`src/sv/l2tpds_pkg.sv`:
```
`timescale 1ns / 1ps

package l2tpds_pkg;

	typedef enum logic [3:0] {
		PH_FLAGS   = 4'd0,
		PH_VER     = 4'd1,
		PH_LEN_HI  = 4'd2,
		PH_LEN_LO  = 4'd3,
		PH_TUN_HI  = 4'd4,
		PH_TUN_LO  = 4'd5,
		PH_SES_HI  = 4'd6,
		PH_SES_LO  = 4'd7,
		PH_NSNR    = 4'd8,
		PH_OFF_HI  = 4'd9,
		PH_OFF_LO  = 4'd10,
		PH_PAD     = 4'd11,
		PH_PAYLOAD = 4'd12,
		PH_DROP    = 4'd13
	} phase_t;

	typedef enum logic [2:0] {
		KIND_PAYLOAD     = 3'd0,
		KIND_BAD_VERSION = 3'd1,
		KIND_CONTROL     = 3'd2,
		KIND_TRUNCATED   = 3'd3,
		KIND_EMPTY       = 3'd4
	} kind_t;

	typedef enum logic [1:0] {
		VERDICT_KEEP        = 2'd0,
		VERDICT_BAD_VERSION = 2'd1,
		VERDICT_CONTROL     = 2'd2
	} verdict_t;

	// header flag positions inside the saved flag vector
	localparam int unsigned FL_L = 2;
	localparam int unsigned FL_S = 1;
	localparam int unsigned FL_O = 0;

	localparam logic [3:0]  L2TP_VERSION = 4'd2;
	localparam logic [15:0] NSNR_BYTES   = 16'd4;

	typedef struct packed {
		logic [7:0] data_byte;
		logic       last_byte;
	} item_t;

	typedef struct packed {
		logic [2:0]  kind;
		logic [7:0]  payload_byte;
		logic [15:0] tunnel;
		logic [15:0] session;
		logic        end_of_packet;
	} result_t;

	typedef struct packed {
		phase_t      phase;
		logic [2:0]  flags;
		logic [15:0] tunnel;
		logic [15:0] session;
		logic [15:0] skip;
		logic [7:0]  off_hi;
		verdict_t    verdict;
	} parse_state_t;

endpackage

```
`src/sv/l2tpds_parse.sv`:
```
`timescale 1ns / 1ps

module l2tpds_parse (
	input  l2tpds_pkg::parse_state_t cur,
	input  l2tpds_pkg::item_t        item,
	output l2tpds_pkg::parse_state_t nxt,
	output logic                     res_present,
	output l2tpds_pkg::result_t      res
);

	logic [7:0]  b;
	logic        forwarded;
	logic [15:0] skip_dec;
	logic        drop_by_version;

	assign b        = item.data_byte;
	assign skip_dec = (cur.skip != 16'd0) ? (cur.skip - 16'd1) : cur.skip;
	assign drop_by_version = (b[3:0] != l2tpds_pkg::L2TP_VERSION);

	always_comb begin
		nxt       = cur;
		forwarded = 1'b0;
		case (cur.phase)
			l2tpds_pkg::PH_FLAGS: begin
				nxt.tunnel  = 16'd0;
				nxt.session = 16'd0;
				nxt.skip    = 16'd0;
				nxt.off_hi  = 8'd0;
				nxt.flags   = {b[6], b[3], b[1]};
				nxt.verdict = b[7] ? l2tpds_pkg::VERDICT_CONTROL : l2tpds_pkg::VERDICT_KEEP;
				nxt.phase   = l2tpds_pkg::PH_VER;
			end
			l2tpds_pkg::PH_VER: begin
				// bad version wins over control
				if (drop_by_version) begin
					nxt.verdict = l2tpds_pkg::VERDICT_BAD_VERSION;
					nxt.phase   = l2tpds_pkg::PH_DROP;
				end else if (cur.verdict != l2tpds_pkg::VERDICT_KEEP) begin
					nxt.phase = l2tpds_pkg::PH_DROP;
				end else if (cur.flags[l2tpds_pkg::FL_L]) begin
					nxt.phase = l2tpds_pkg::PH_LEN_HI;
				end else begin
					nxt.phase = l2tpds_pkg::PH_TUN_HI;
				end
			end
			l2tpds_pkg::PH_LEN_HI: nxt.phase = l2tpds_pkg::PH_LEN_LO;
			l2tpds_pkg::PH_LEN_LO: nxt.phase = l2tpds_pkg::PH_TUN_HI;
			l2tpds_pkg::PH_TUN_HI: begin
				nxt.tunnel = {b, 8'd0};
				nxt.phase  = l2tpds_pkg::PH_TUN_LO;
			end
			l2tpds_pkg::PH_TUN_LO: begin
				nxt.tunnel = {cur.tunnel[15:8], b};
				nxt.phase  = l2tpds_pkg::PH_SES_HI;
			end
			l2tpds_pkg::PH_SES_HI: begin
				nxt.session = {b, 8'd0};
				nxt.phase   = l2tpds_pkg::PH_SES_LO;
			end
			l2tpds_pkg::PH_SES_LO: begin
				nxt.session = {cur.session[15:8], b};
				if (cur.flags[l2tpds_pkg::FL_S]) begin
					nxt.skip  = l2tpds_pkg::NSNR_BYTES;
					nxt.phase = l2tpds_pkg::PH_NSNR;
				end else if (cur.flags[l2tpds_pkg::FL_O]) begin
					nxt.phase = l2tpds_pkg::PH_OFF_HI;
				end else begin
					nxt.phase = l2tpds_pkg::PH_PAYLOAD;
				end
			end
			l2tpds_pkg::PH_NSNR: begin
				nxt.skip = skip_dec;
				if (skip_dec == 16'd0) begin
					nxt.phase = cur.flags[l2tpds_pkg::FL_O] ? l2tpds_pkg::PH_OFF_HI
						: l2tpds_pkg::PH_PAYLOAD;
				end
			end
			l2tpds_pkg::PH_OFF_HI: begin
				nxt.off_hi = b;
				nxt.phase  = l2tpds_pkg::PH_OFF_LO;
			end
			l2tpds_pkg::PH_OFF_LO: begin
				nxt.skip  = {cur.off_hi, b};
				nxt.phase = ({cur.off_hi, b} == 16'd0) ? l2tpds_pkg::PH_PAYLOAD
					: l2tpds_pkg::PH_PAD;
			end
			l2tpds_pkg::PH_PAD: begin
				nxt.skip = skip_dec;
				if (skip_dec == 16'd0)
					nxt.phase = l2tpds_pkg::PH_PAYLOAD;
			end
			l2tpds_pkg::PH_PAYLOAD: forwarded = 1'b1;
			l2tpds_pkg::PH_DROP: ;
			default: nxt.phase = l2tpds_pkg::PH_DROP;
		endcase

		// status is judged on the phase reached after this byte
		res = '0;
		res.end_of_packet = item.last_byte;
		if (forwarded) begin
			res.kind         = l2tpds_pkg::KIND_PAYLOAD;
			res.payload_byte = b;
			res.tunnel       = nxt.tunnel;
			res.session      = nxt.session;
		end else if (nxt.phase == l2tpds_pkg::PH_PAYLOAD) begin
			res.kind    = l2tpds_pkg::KIND_EMPTY;
			res.tunnel  = nxt.tunnel;
			res.session = nxt.session;
		end else if (nxt.phase == l2tpds_pkg::PH_DROP
				&& nxt.verdict != l2tpds_pkg::VERDICT_KEEP) begin
			res.kind = {1'b0, nxt.verdict};
		end else begin
			res.kind = l2tpds_pkg::KIND_TRUNCATED;
		end
		res_present = forwarded | item.last_byte;

		if (item.last_byte) begin
			nxt.phase   = l2tpds_pkg::PH_FLAGS;
			nxt.verdict = l2tpds_pkg::VERDICT_KEEP;
			nxt.skip    = 16'd0;
		end
	end

endmodule

```
`src/sv/l2tp_data_header_stripper_core.sv`:
```
`timescale 1ns / 1ps
// datapath: each byte passes through the input register, then parse logic into the
// result register
// throughput: one byte per cycle; a stalled result register stalls the input register
// reset: parser returns to the first header byte, header fields and flags clear,
// both registers empty

module l2tp_data_header_stripper_core (
	input  logic                clk,
	input  logic                arst_n,
	input  logic                item_valid,
	output logic                item_stall,
	input  l2tpds_pkg::item_t   item,
	output logic                res_valid,
	input  logic                res_stall,
	output l2tpds_pkg::result_t res
);

	logic                     valid_s1;
	l2tpds_pkg::item_t        item_s1;
	l2tpds_pkg::parse_state_t state_q;
	l2tpds_pkg::parse_state_t state_nxt;
	logic                     step_res;
	l2tpds_pkg::result_t      step_out;
	logic                     out_free;
	logic                     adv;
	logic                     res_valid_q;
	l2tpds_pkg::result_t      res_q;

	assign out_free   = !res_valid_q || !res_stall;
	assign adv        = valid_s1 && out_free;
	assign item_stall = valid_s1 && !out_free;
	assign res_valid  = res_valid_q;
	assign res        = res_q;

	l2tpds_parse u_parse (
		.cur         (state_q),
		.item        (item_s1),
		.nxt         (state_nxt),
		.res_present (step_res),
		.res         (step_out)
	);

	always_ff @(posedge clk or negedge arst_n) begin
		if (!arst_n) begin
			valid_s1 <= 1'b0;
		end else if (!item_stall) begin
			valid_s1 <= item_valid;
		end
	end

	always_ff @(posedge clk) begin
		if (item_valid && !item_stall)
			item_s1 <= item;
	end

	always_ff @(posedge clk or negedge arst_n) begin
		if (!arst_n) begin
			state_q.phase   <= l2tpds_pkg::PH_FLAGS;
			state_q.flags   <= 3'd0;
			state_q.tunnel  <= 16'd0;
			state_q.session <= 16'd0;
			state_q.skip    <= 16'd0;
			state_q.off_hi  <= 8'd0;
			state_q.verdict <= l2tpds_pkg::VERDICT_KEEP;
		end else if (adv) begin
			state_q <= state_nxt;
		end
	end

	always_ff @(posedge clk or negedge arst_n) begin
		if (!arst_n) begin
			res_valid_q <= 1'b0;
		end else if (out_free) begin
			res_valid_q <= adv && step_res;
		end
	end

	always_ff @(posedge clk) begin
		if (adv && step_res)
			res_q <= step_out;
	end

	a_stall_needs_item: assert property (@(posedge clk) disable iff (!arst_n)
		item_stall |-> valid_s1)
		else $error("input stalled with empty input register");

	a_last_resets_parser: assert property (@(posedge clk) disable iff (!arst_n)
		adv && item_s1.last_byte |=> state_q.phase == l2tpds_pkg::PH_FLAGS
			&& state_q.verdict == l2tpds_pkg::VERDICT_KEEP)
		else $error("parser not back at first header byte after packet end");

	a_drop_has_verdict: assert property (@(posedge clk) disable iff (!arst_n)
		state_q.phase == l2tpds_pkg::PH_DROP |-> state_q.verdict != l2tpds_pkg::VERDICT_KEEP)
		else $error("dropping packet without a verdict");

	a_status_ends_packet: assert property (@(posedge clk) disable iff (!arst_n)
		res_valid && res.kind != l2tpds_pkg::KIND_PAYLOAD |-> res.end_of_packet
			&& res.payload_byte == 8'd0)
		else $error("status result not on packet end or carries data");

	a_result_from_item: assert property (@(posedge clk) disable iff (!arst_n)
		$rose(res_valid) |-> $past(valid_s1))
		else $error("result appeared without an item");

endmodule
```
`config.mk`:
```
export PLATFORM = sky130hd
export DESIGN_NAME = l2tp_data_header_stripper_core
export DESIGN_NICKNAME = d
export VERILOG_FILES = /design/src/sv/l2tpds_pkg.sv /design/src/sv/l2tpds_parse.sv /design/src/sv/l2tp_data_header_stripper_core.sv
export SDC_FILE = /design/constraint.sdc
export NUM_CORES = 1
export LEC_CHECK = 0
export BUFFER_PORTS_ARGS = -buffer_cell sky130_fd_sc_hd__buf_2
export CAP_MARGIN = 25
export CORE_ASPECT_RATIO = 0.75
export CORE_MARGIN = 8
export CORE_UTILIZATION = 45
export CTS_BUF_LIST = sky130_fd_sc_hd__clkbuf_8
export DETAILED_ROUTE_END_ITERATION = 10
export GPL_TIMING_DRIVEN = 0
export PLACE_DENSITY = 0.65
export SLEW_MARGIN = 20
export SYNTH_ARGS = -nofsm -noshare
export SYNTH_HDL_FRONTEND = slang
export SYNTH_HIERARCHICAL = 1
export SYNTH_SLANG_ARGS = --single-unit
```
`constraint.sdc`:
```
create_clock -name clk -period 4.11 [get_ports clk]
set_input_delay 0.2055 -clock clk [delete_from_list [all_inputs] [get_ports clk]]
set_output_delay 0.2055 -clock clk [all_outputs]
set_load 0.02 [all_outputs]
```
# [After elaboration in Yosys (flattened, before gate mapping)]
# Index checks and enable logic that the tools add are counted.
[classes] n_addsub=1 n_eq_ne=17 mux=26 bitwise_logic=1 reduce_logical=24
[ops] operator="$pmux 16 s3" n=2
[ops] operator="$mux 32" n=2
[ops] operator="$pmux 16 s4" n=1
[ops] operator="$pmux 4 s13" n=1
[ops] operator="$mux 16" n=3
[ops] operator="$eq 4x4->1 const B" n=8
[ops] operator="$logic_not 16->1" n=2
[ops] operator="$mux 4" n=6
[ops] operator="$eq 4x3->1 const B" n=4
[ops] operator="$pmux 8 s2" n=1
[ops] operator="$reduce_bool 16->1" n=1
[ops] operator="$sub 16x1->16 const B" n=1
[ops] operator="$mux 3" n=4
[ops] operator="$eq 4x2->1 const B" n=2
[ops] operator="$mux 2" n=4
[ops] operator="$reduce_bool 2->1" n=3
[ops] operator="$reduce_or 2->1" n=3
[ops] operator="$logic_and 1x1->1" n=5
[ops] operator="$reduce_bool 5->1" n=1
[ops] operator="$eq 4x1->1 const B" n=1
[ops] operator="$logic_not 1->1" n=4
[ops] operator="$logic_not 4->1" n=1
[ops] operator="$ne 4x2->1 const B" n=1
[ops] operator="$pmux 2 s2" n=1
[ops] operator="6 further kinds" n=7
[totals] regBits=120 in_bits=13

# [Longest topological paths before layout]
# Gate-level depths: netlist of the first run.
[logic_depth] depth_word=9 mapped_depth=12

# [Modules after synthesis]
# Netlist of the first run, hierarchy kept.
[by_module_without_submodules] module="l2tp_data_header_stripper_core" n_inst=1 cells_per_inst=201 area_each_um2=4352.9 seq_area_each_um2=3268.1
[by_module_without_submodules] module="l2tpds_parse" n_inst=1 cells_per_inst=360 area_each_um2=2432.3 seq_area_each_um2=0.0

# [Least setup slack after synthesis of the first run]
# Ideal clock, no wire load.
[synth_path] path_kind="register to register" start="register state_q[63] (netlist name)" end="register res_q (netlist bit res[0]), enable pin" setup_ns=0.460 arrival_time_ns=3.627 path_slack_ns=0.023 stages_incl_launch_ff=8 n_path_buf=2 period_less_slack_ns=4.087 cell_sequence="dfrtp_1 -> clkbuf_1 -> buf_1 -> nand2_1 -> nor2_1 -> or2_2 -> nand2_1 -> a21oi_1"
[synth_via] elab_chain_len=4
[synth_lines] element="from (decl)" line="l2tp_data_header_stripper_core.sv:21" text="l2tpds_pkg::parse_state_t state_q;"
[synth_lines] element="from (signal assigned)" line="l2tp_data_header_stripper_core.sv:67" text="state_q <= state_nxt;"
[synth_lines] element="$eq 4x4->1" line="l2tpds_parse.sv:23" text="case (cur.phase)"
[synth_lines] element="$mux 1" line="l2tpds_parse.sv:23"
[synth_lines] element="$or 1x1->1" line="l2tpds_parse.sv:115" text="res_present = forwarded | item.last_byte;"
[synth_lines] element="named net step_res" line="l2tp_data_header_stripper_core.sv:23" text="logic step_res;"
[synth_lines] element="$logic_and 1x1->1" line="l2tp_data_header_stripper_core.sv:80" text="if (adv && step_res)"
[synth_lines] element="to (signal assigned)" line="l2tp_data_header_stripper_core.sv:81" text="res_q <= step_out;"
[synth_lines] element="to (decl)" line="l2tp_data_header_stripper_core.sv:28" text="l2tpds_pkg::result_t res_q;"
# The timed path passes the listed nets, and every way through them passes these cells.
# A chain may end at the register's enable or synchronous reset.

# [Worst setup path after layout of the first run]
# Ends and elaborated chain as after synthesis.

==> results.sh, run 1 <==
export IMPL_status="finished, final reports clean"
export IMPL_final_hold_viol_count=0
export IMPL_critPathRequiredTime_ns=4.25
export IMPL_arrival_ns=3.79
export IMPL_clkLatencyLatePin_ns=0.45
export IMPL_gp_congestion=0.9082
export IMPL_cts_setup_buffers=0
export IMPL_grt_overflow=0
export IMPL_synth_edf_count=53
export IMPL_cpPeakStageDelay_ns=0.79
export IMPL_placedCellCount=826
export IMPL_path_clk_slew_ns=0.08
export IMPL_drc=0
export IMPL_p_per_area_mw_per_mm2=726.7
export IMPL_cts_buffers=17
export IMPL_ys_async_sr_fraction_pct=55.83
export IMPL_wl_per_cell_um=20.90
export IMPL_skew_ns=0.01917
export IMPL_synthCells=561
export IMPL_gr_usage_all_layers_pct=19.45
export IMPL_yosys_area_top_type="dfrtp_1"
export IMPL_dieHeight_um=122.3
export IMPL_tritoncts="done"
export IMPL_slew_headroom_pct=33.05
export IMPL_clock_power_share_pct=20.3
export IMPL_hold_path_class="in2reg"
export IMPL_syn_area_mm2=0.006785
export IMPL_drv_slew=0
export IMPL_synth_seq_cells=120
export IMPL_yosysWarnings=6
export IMPL_placementRows=39
export IMPL_swShare_pct=42.81
export IMPL_nNetsFinal=665
export IMPL_synth_common_cells="dfrtp_1, edfxtp_1, mux2_4"
export IMPL_seqPwrFrac_pct=30.0
export IMPL_synth_most_common_cell="dfrtp_1"
export IMPL_synth_nets=575
export IMPL_syn_area_per_cell_um2=12.09
export IMPL_netlist_top_cells_area="dfrtp_1, edfxtp_1, mux2_4, nor3b_2, a22o_1"
export IMPL_r2r_end="res[0]"
export IMPL_p_switching_uw=2466
export IMPL_ant_nets=0
export IMPL_clockBufferDepth=2
export IMPL_synth_cell_types=62
export IMPL_period_minus_slack_ns=3.643
export IMPL_vias_per_cell=5.911
export IMPL_portBuffers=58
export IMPL_synth_top_area_share_pct=24.71
export IMPL_r2r_start="state_q[63]"
export IMPL_min_path_cells=3
export IMPL_die_x_um=157.8
export IMPL_ctsRootBufferMaster="clkbuf_8"
export IMPL_vdd_drop_max_uv=304.5
export IMPL_rsz0062_at_grt="no"
export IMPL_ctsResizeCount=0
export IMPL_cts_htree_levels=4
export IMPL_p_total_uw=5761
export IMPL_drv_cap=0
export IMPL_antenna_found_initial=1
export IMPL_drive_gt1_share_pct=32.53
export IMPL_reg2reg_depth=8
export IMPL_finalSetupViolations=0
export IMPL_grt_pass1_vias=5058
export IMPL_path_class="reg2reg"
export IMPL_power_leakage_uw=0.003267
export IMPL_core_mm2=0.01498
export IMPL_synth_flop_cell="dfrtp_1"
export IMPL_grt_max_degree=38
export IMPL_cp_endpoint="res[0]"
export IMPL_vias=5137
export IMPL_grt_pass1_wl_mm=28.77
export IMPL_comb_power_share_pct=49.8
export IMPL_start_kind="flip-flop"
export IMPL_dp_hpwl_mm=11.98
export IMPL_cp_max_fo=23
export IMPL_num_antenna_cells=0
export IMPL_cp_common_cell="nand2_1"
export IMPL_regToRegSetupSlack_ns=0.47
export IMPL_ys_seq_area_share_pct=48.17
export IMPL_critPathSlowestCell="nor2_1"
export IMPL_initial_utilization_pct=45.29
export IMPL_ios=59
export IMPL_intPower_uw=3295
export IMPL_fmax_ghz=0.2745
export IMPL_die_area_mm2=0.01930
export IMPL_endpoint_kind="flip-flop"
export IMPL_fill_cells=1324
export IMPL_path_cells="clkbuf_1, buf_1, nand2_1, nor2_1, or2_2, nand2_1, a21oi_4, buf_16"
export IMPL_period_share_pct=88.64
export IMPL_fin_cells=869
export IMPL_worstSetupStartpoint="state_q[63]"
export IMPL_drtIter0Drc=484
export IMPL_tightest_slew_ns=1.000
export IMPL_syn_to_final_growth_pct=16.84
export IMPL_dr_pass1_iters=5
export IMPL_drt_total_wl_mm=18.16
export IMPL_cts_sinks=120
==> metal layers <==
| layer | vias to the layer above | GRT usage, % | share of wire, % |
|---|---|---|---|
| met2 | 209 | 27.82 | 43 |
| met4 | 0 | 5.872 | 1.8 |
| met1 | 2589 | 28.44 | 48 |
| met5 | - | 0 | 0 |
| met3 | 27 | 4.821 | 6.9 |
| li1 | 2312 | - | - |
==> flip-flops by register name, summed over array words and instances, names as in the netlist <==
signal	count
valid_s1	1
item_s1	9
res	44
state_q	65
res_valid	1
==> power groups by stage <==
stage	logic (µW)	clock network, µW	registers [µW]
2_1_floorplan	2140	0	1720
3_3_place_gp	2730	0	1730
3_5_place_dp	2800	0	1740
4_1_cts	2820	1190	1720
5_1_grt	3070	1240	1760
6_report	2870	1170	1730
==> metrics by stage <==
stage / hold WS, ns / TNS, ns / setup slack [ns] / utilization [%] / instance area, µm²
detailed placement: 0.1931 / 0 / 0.6132 / 49.35 / 7393
global route: 0.03379 / 0 / 0.2165 / 52.92 / 7928
floorplan: -0.09009 / 0 / 0.02264 / - / 6785
CTS: 0.005948 / 0 / 0.5650 / 52.92 / 7928
global placement: 0.3816 / -66.05 / -1.508 / 48.94 / 7332
finish: 0.03324 / 0 / 0.4669 / 52.92 / 7928
==> logic make-up after synthesis <==
kind of cell	Yosys count	synth area share [%]
flops	120	48.17
xor+xnor	4	0.5164
compound gates	128	14.03
simple gates	184	17.04
buf+inv	54	5.734
fa+ha+maj	1	0.1844
mux	70	14.33
==> worst min-delay path by stage <==
stage,start,endpoint,slack (ns)
floorplan,arst_n,res_valid,-0.09
global placement,item[2],item_s1[2],0.38
detailed placement,arst_n,state_q[45],0.19
CTS,res_stall,res_valid,0.006
global route,res_stall,res_valid,0.03
finish,res_stall,res_valid,0.03
==> cell type report <==
cell class / instances / area, µm² / area share (%)
clock inverters: 15 / 190.2 / 2.399
inverters: 8 / 30.03 / 0.3788
multi-input cells: 387 / 3139 / 39.60
flip-flops and latches: 120 / 3268 / 41.22
plain buffers: 46 / 359.1 / 4.530
well taps: 205 / 256.5 / 3.235
repair buffers: 71 / 450.4 / 5.682
clock buffers: 17 / 234.0 / 2.951
==> critical path: cells and delay by family, from the launching register on <==
| kind | cells | cell delay [ns] |
|---|---|---|
| and+or+nand+nor | 4 | 1.29 |
| buffers and inverters | 3 | 1.04 |
| AOI/OAI and AO/OA | 1 | 0.63 |
| DFF | 1 | 0.37 |
==> cells in the final DEF (no fill, tap or decap), types with 8 or more instances in the layout <==
| cell type | Yosys | routed |
|---|---|---|
| clkbuf_1 | 23 | 23 |
| nand2b_1 | 10 | 10 |
| and2_1 | 10 | 10 |
| mux2_4 | 50 | 50 |
| buf_2 | 2 | 59 |
| nor3b_2 | 29 | 29 |
| buf_12 | 8 | 9 |
| clkbuf_8 | 0 | 17 |
| nor2_1 | 44 | 44 |
| o21ai_0 | 22 | 22 |
| dfrtp_1 | 67 | 67 |
| a22o_1 | 40 | 40 |
| a21oi_1 | 19 | 18 |
| mux2_2 | 17 | 17 |
| nand2_1 | 34 | 34 |
| nor3_1 | 13 | 13 |
| edfxtp_1 | 53 | 53 |
| inv_1 | 8 | 8 |
| dlygate4sd3_1 | 0 | 11 |
| a31oi_1 | 9 | 9 |
==> what timing repair did <==
action | in CTS | in global routing
hold endpoints to repair | 40 | 0
endpoints found under the setup margin | 0 | 0
hold buffers | 11 | 0
Note: power is estimated with default switching activity, not from simulation.
==> run 2, diff against run 1 <==
--- a/config.mk
+++ b/config.mk
@@ -13,7 +13,7 @@
 export CTS_BUF_LIST = sky130_fd_sc_hd__clkbuf_8
 export DETAILED_ROUTE_END_ITERATION = 10
 export GPL_TIMING_DRIVEN = 0
-export PLACE_DENSITY = 0.65
+export PLACE_DENSITY = 0.73
 export SLEW_MARGIN = 20
 export SYNTH_ARGS = -nofsm -noshare
 export SYNTH_HDL_FRONTEND = slang
==> run 2 against run 1 <==
  * Final area increased by 0.32%
  * Clock skew is 0.0028 ns lower
  * Combinational power hardly changed
  * Via count increased by 0.93%
  * Highest routed layer unchanged
  * Final cell count unchanged
  * Die area is the same
  * Fmax rose by 2.9%
  * Critical endpoint is now res[27]
  * Worst hold slack gained 0.019 ns
==> results.sh, run 2 (synthesis results as in run 1) <==
export IMPL_cts_setup_buffers=0
export IMPL_vdd_drop_max_uv=352.8
export IMPL_cpPeakStageDelay_ns=0.76
export IMPL_fill_cells=1283
export IMPL_cts_htree_levels=4
export IMPL_ctsRootBufferMaster="clkbuf_8"
export IMPL_skew_ns=0.01637
export IMPL_dp_hpwl_mm=11.82
export IMPL_arrival_ns=3.68
export IMPL_cp_max_fo=25
export IMPL_core_mm2=0.01498
export IMPL_final_cell_mix="dfrtp_1, buf_2, edfxtp_1"
export IMPL_worstHoldStart="res_stall"
export IMPL_cp_common_cell="nand2_1"
export IMPL_drv_slew=0
export IMPL_drv_cap=0
export IMPL_fin_cells=869
export IMPL_final_hold_viol_count=0
export IMPL_start_kind="flip-flop"
export IMPL_period_minus_slack_ns=3.539
export IMPL_cts_buffers=17
export IMPL_drt_total_wl_mm=17.77
export IMPL_power_leakage_uw=0.003288
export IMPL_tritoncts="done"
export IMPL_cts_sinks=120
export IMPL_design_area_mm2=0.007953
export IMPL_drtIter0Drc=642
export IMPL_dieHeight_um=122.3
export IMPL_tightest_slew_ns=0.9851
export IMPL_finalSetupViolations=0
export IMPL_grt_max_degree=57
export IMPL_placedCellCount=826
export IMPL_hold_path_class="in2reg"
export IMPL_p_total_uw=5790
export IMPL_vias=5185
export IMPL_grt_pass1_vias=5072
export IMPL_reg2reg_depth=8
export IMPL_period_share_pct=86.10
export IMPL_slew_headroom_pct=33.82
export IMPL_ant_nets=0
export IMPL_grt_overflow=0
export IMPL_portBuffers=58
export IMPL_min_path_cells=3
export IMPL_placementRows=39
export IMPL_die_x_um=157.8
export IMPL_fmax_ghz=0.2826
export IMPL_path_clk_slew_ns=0.07
export IMPL_path_class="reg2reg"
export IMPL_ff_latch_area_mm2=0.003268
export IMPL_top_register="state_q"
export IMPL_path_cells="clkbuf_1, buf_1, nand2_1, nor2_1, or2_2, nand2_1, a21oi_4, buf_16"
export IMPL_dr_pass1_iters=5
export IMPL_vias_per_cell=5.967
export IMPL_regToRegSetupSlack_ns=0.57
export IMPL_layout_commonest_cell="dfrtp_1"
export IMPL_die_area_mm2=0.01930
export IMPL_endpoint_kind="flip-flop"
export IMPL_r2r_start="state_q[63]"
export IMPL_num_antenna_cells=0
export IMPL_p_per_area_mw_per_mm2=728.0
export IMPL_dpl_cell_area_mm2=0.007401
export IMPL_initial_utilization_pct=45.29
export IMPL_holdPathEnd="res_valid"
export IMPL_drive_gt1_share_pct=32.53
export IMPL_whs_ns=0.05176
export IMPL_nNetsFinal=665
export IMPL_antenna_found_initial=0
export IMPL_ios=59
export IMPL_drc=0
export IMPL_critical_path_top_delay_family="simple AND/OR/NAND/NOR gates"
export IMPL_largest_reg_flops=65
export IMPL_grt_pass1_wl_mm=28.60
export IMPL_status="finished, final reports clean"
export IMPL_clkLatencyLatePin_ns=0.44
export IMPL_fin_util_pct=53.09
export IMPL_worstPathBufferInverterCount=3
export IMPL_clockBufferDepth=2
export IMPL_rsz0062_at_grt="no"
export IMPL_gp_congestion=0.9397
export IMPL_multiInputGateArea_mm2=0.003139
export IMPL_critPathRequiredTime_ns=4.25
export IMPL_wl_per_cell_um=20.45
export IMPL_gr_usage_all_layers_pct=19.16
export IMPL_r2r_end="res[27]"
export IMPL_critPathSlowestCell="nor2_1"
export IMPL_syn_to_final_growth_pct=17.20
export IMPL_ctsResizeCount=0
[run 2: worst max-delay path by stage]
stage	startpoint	end	cells after the start
after floorplan	state_q[63]	res[0]	7
after global placement	state_q[63]	res[0]	7
after detailed placement	state_q[63]	res[31]	8
after CTS	state_q[63]	res[27]	8
after global routing	state_q[63]	res[27]	8
final	state_q[63]	res[27]	8
[run 2: metal layers]
layer / GRT usage [%] / part of all wire [%] / up-vias
met1: 28.12 / 47 / 2620
met3: 4.011 / 7.6 / 28
li1: - / - / 2306
met5: 0 / 0 / -
met4: 6.702 / 2.1 / 0
met2: 27.44 / 43 / 231
[run 2: worst reg2reg max path: cells and delay by family (launching register included)]
kind            cells  cell delay, ns
buf+inv             3            1.07
flops               1            0.36
compound gates      1            0.59
simple gates        4            1.23
[run 2: cell type report]
type                    instances  area share (%)
flip-flops and latches        120           41.09
multi-input cells             387           39.47
repair buffers                 71           5.758
plain buffers                  46           4.515
well taps                     205           3.225
clock buffers                  18           3.115
clock inverters                14           2.439
inverters                       8          0.3776
[run 2: where the power goes]
| part | total [µW] | switching [µW] | internal, µW | leakage (µW) |
|---|---|---|---|---|
| logic | 2870 | 1690 | 1180 | 0.00164 |
| clock network | 1200 | 515 | 682 | 0.000226 |
| registers | 1720 | 215 | 1500 | 0.00142 |
| total | 5790 | 2420 | 3370 | 0.00329 |
[run 2: timing repair]
action / 4_1_cts / 5_1_grt
hold buffers: 11 / 0
endpoints found under the setup margin: 0 / 0
hold endpoints to repair: 77 / 0
[run 2: through the flow]
step / worst slack (ns) / TNS [ns]
final: 0.5712 / 0
after global routing: 0.4122 / 0
after CTS: 0.6626 / 0
after detailed placement: 0.7098 / 0
after global placement: -1.429 / -62.57
after floorplan: 0.02264 / 0
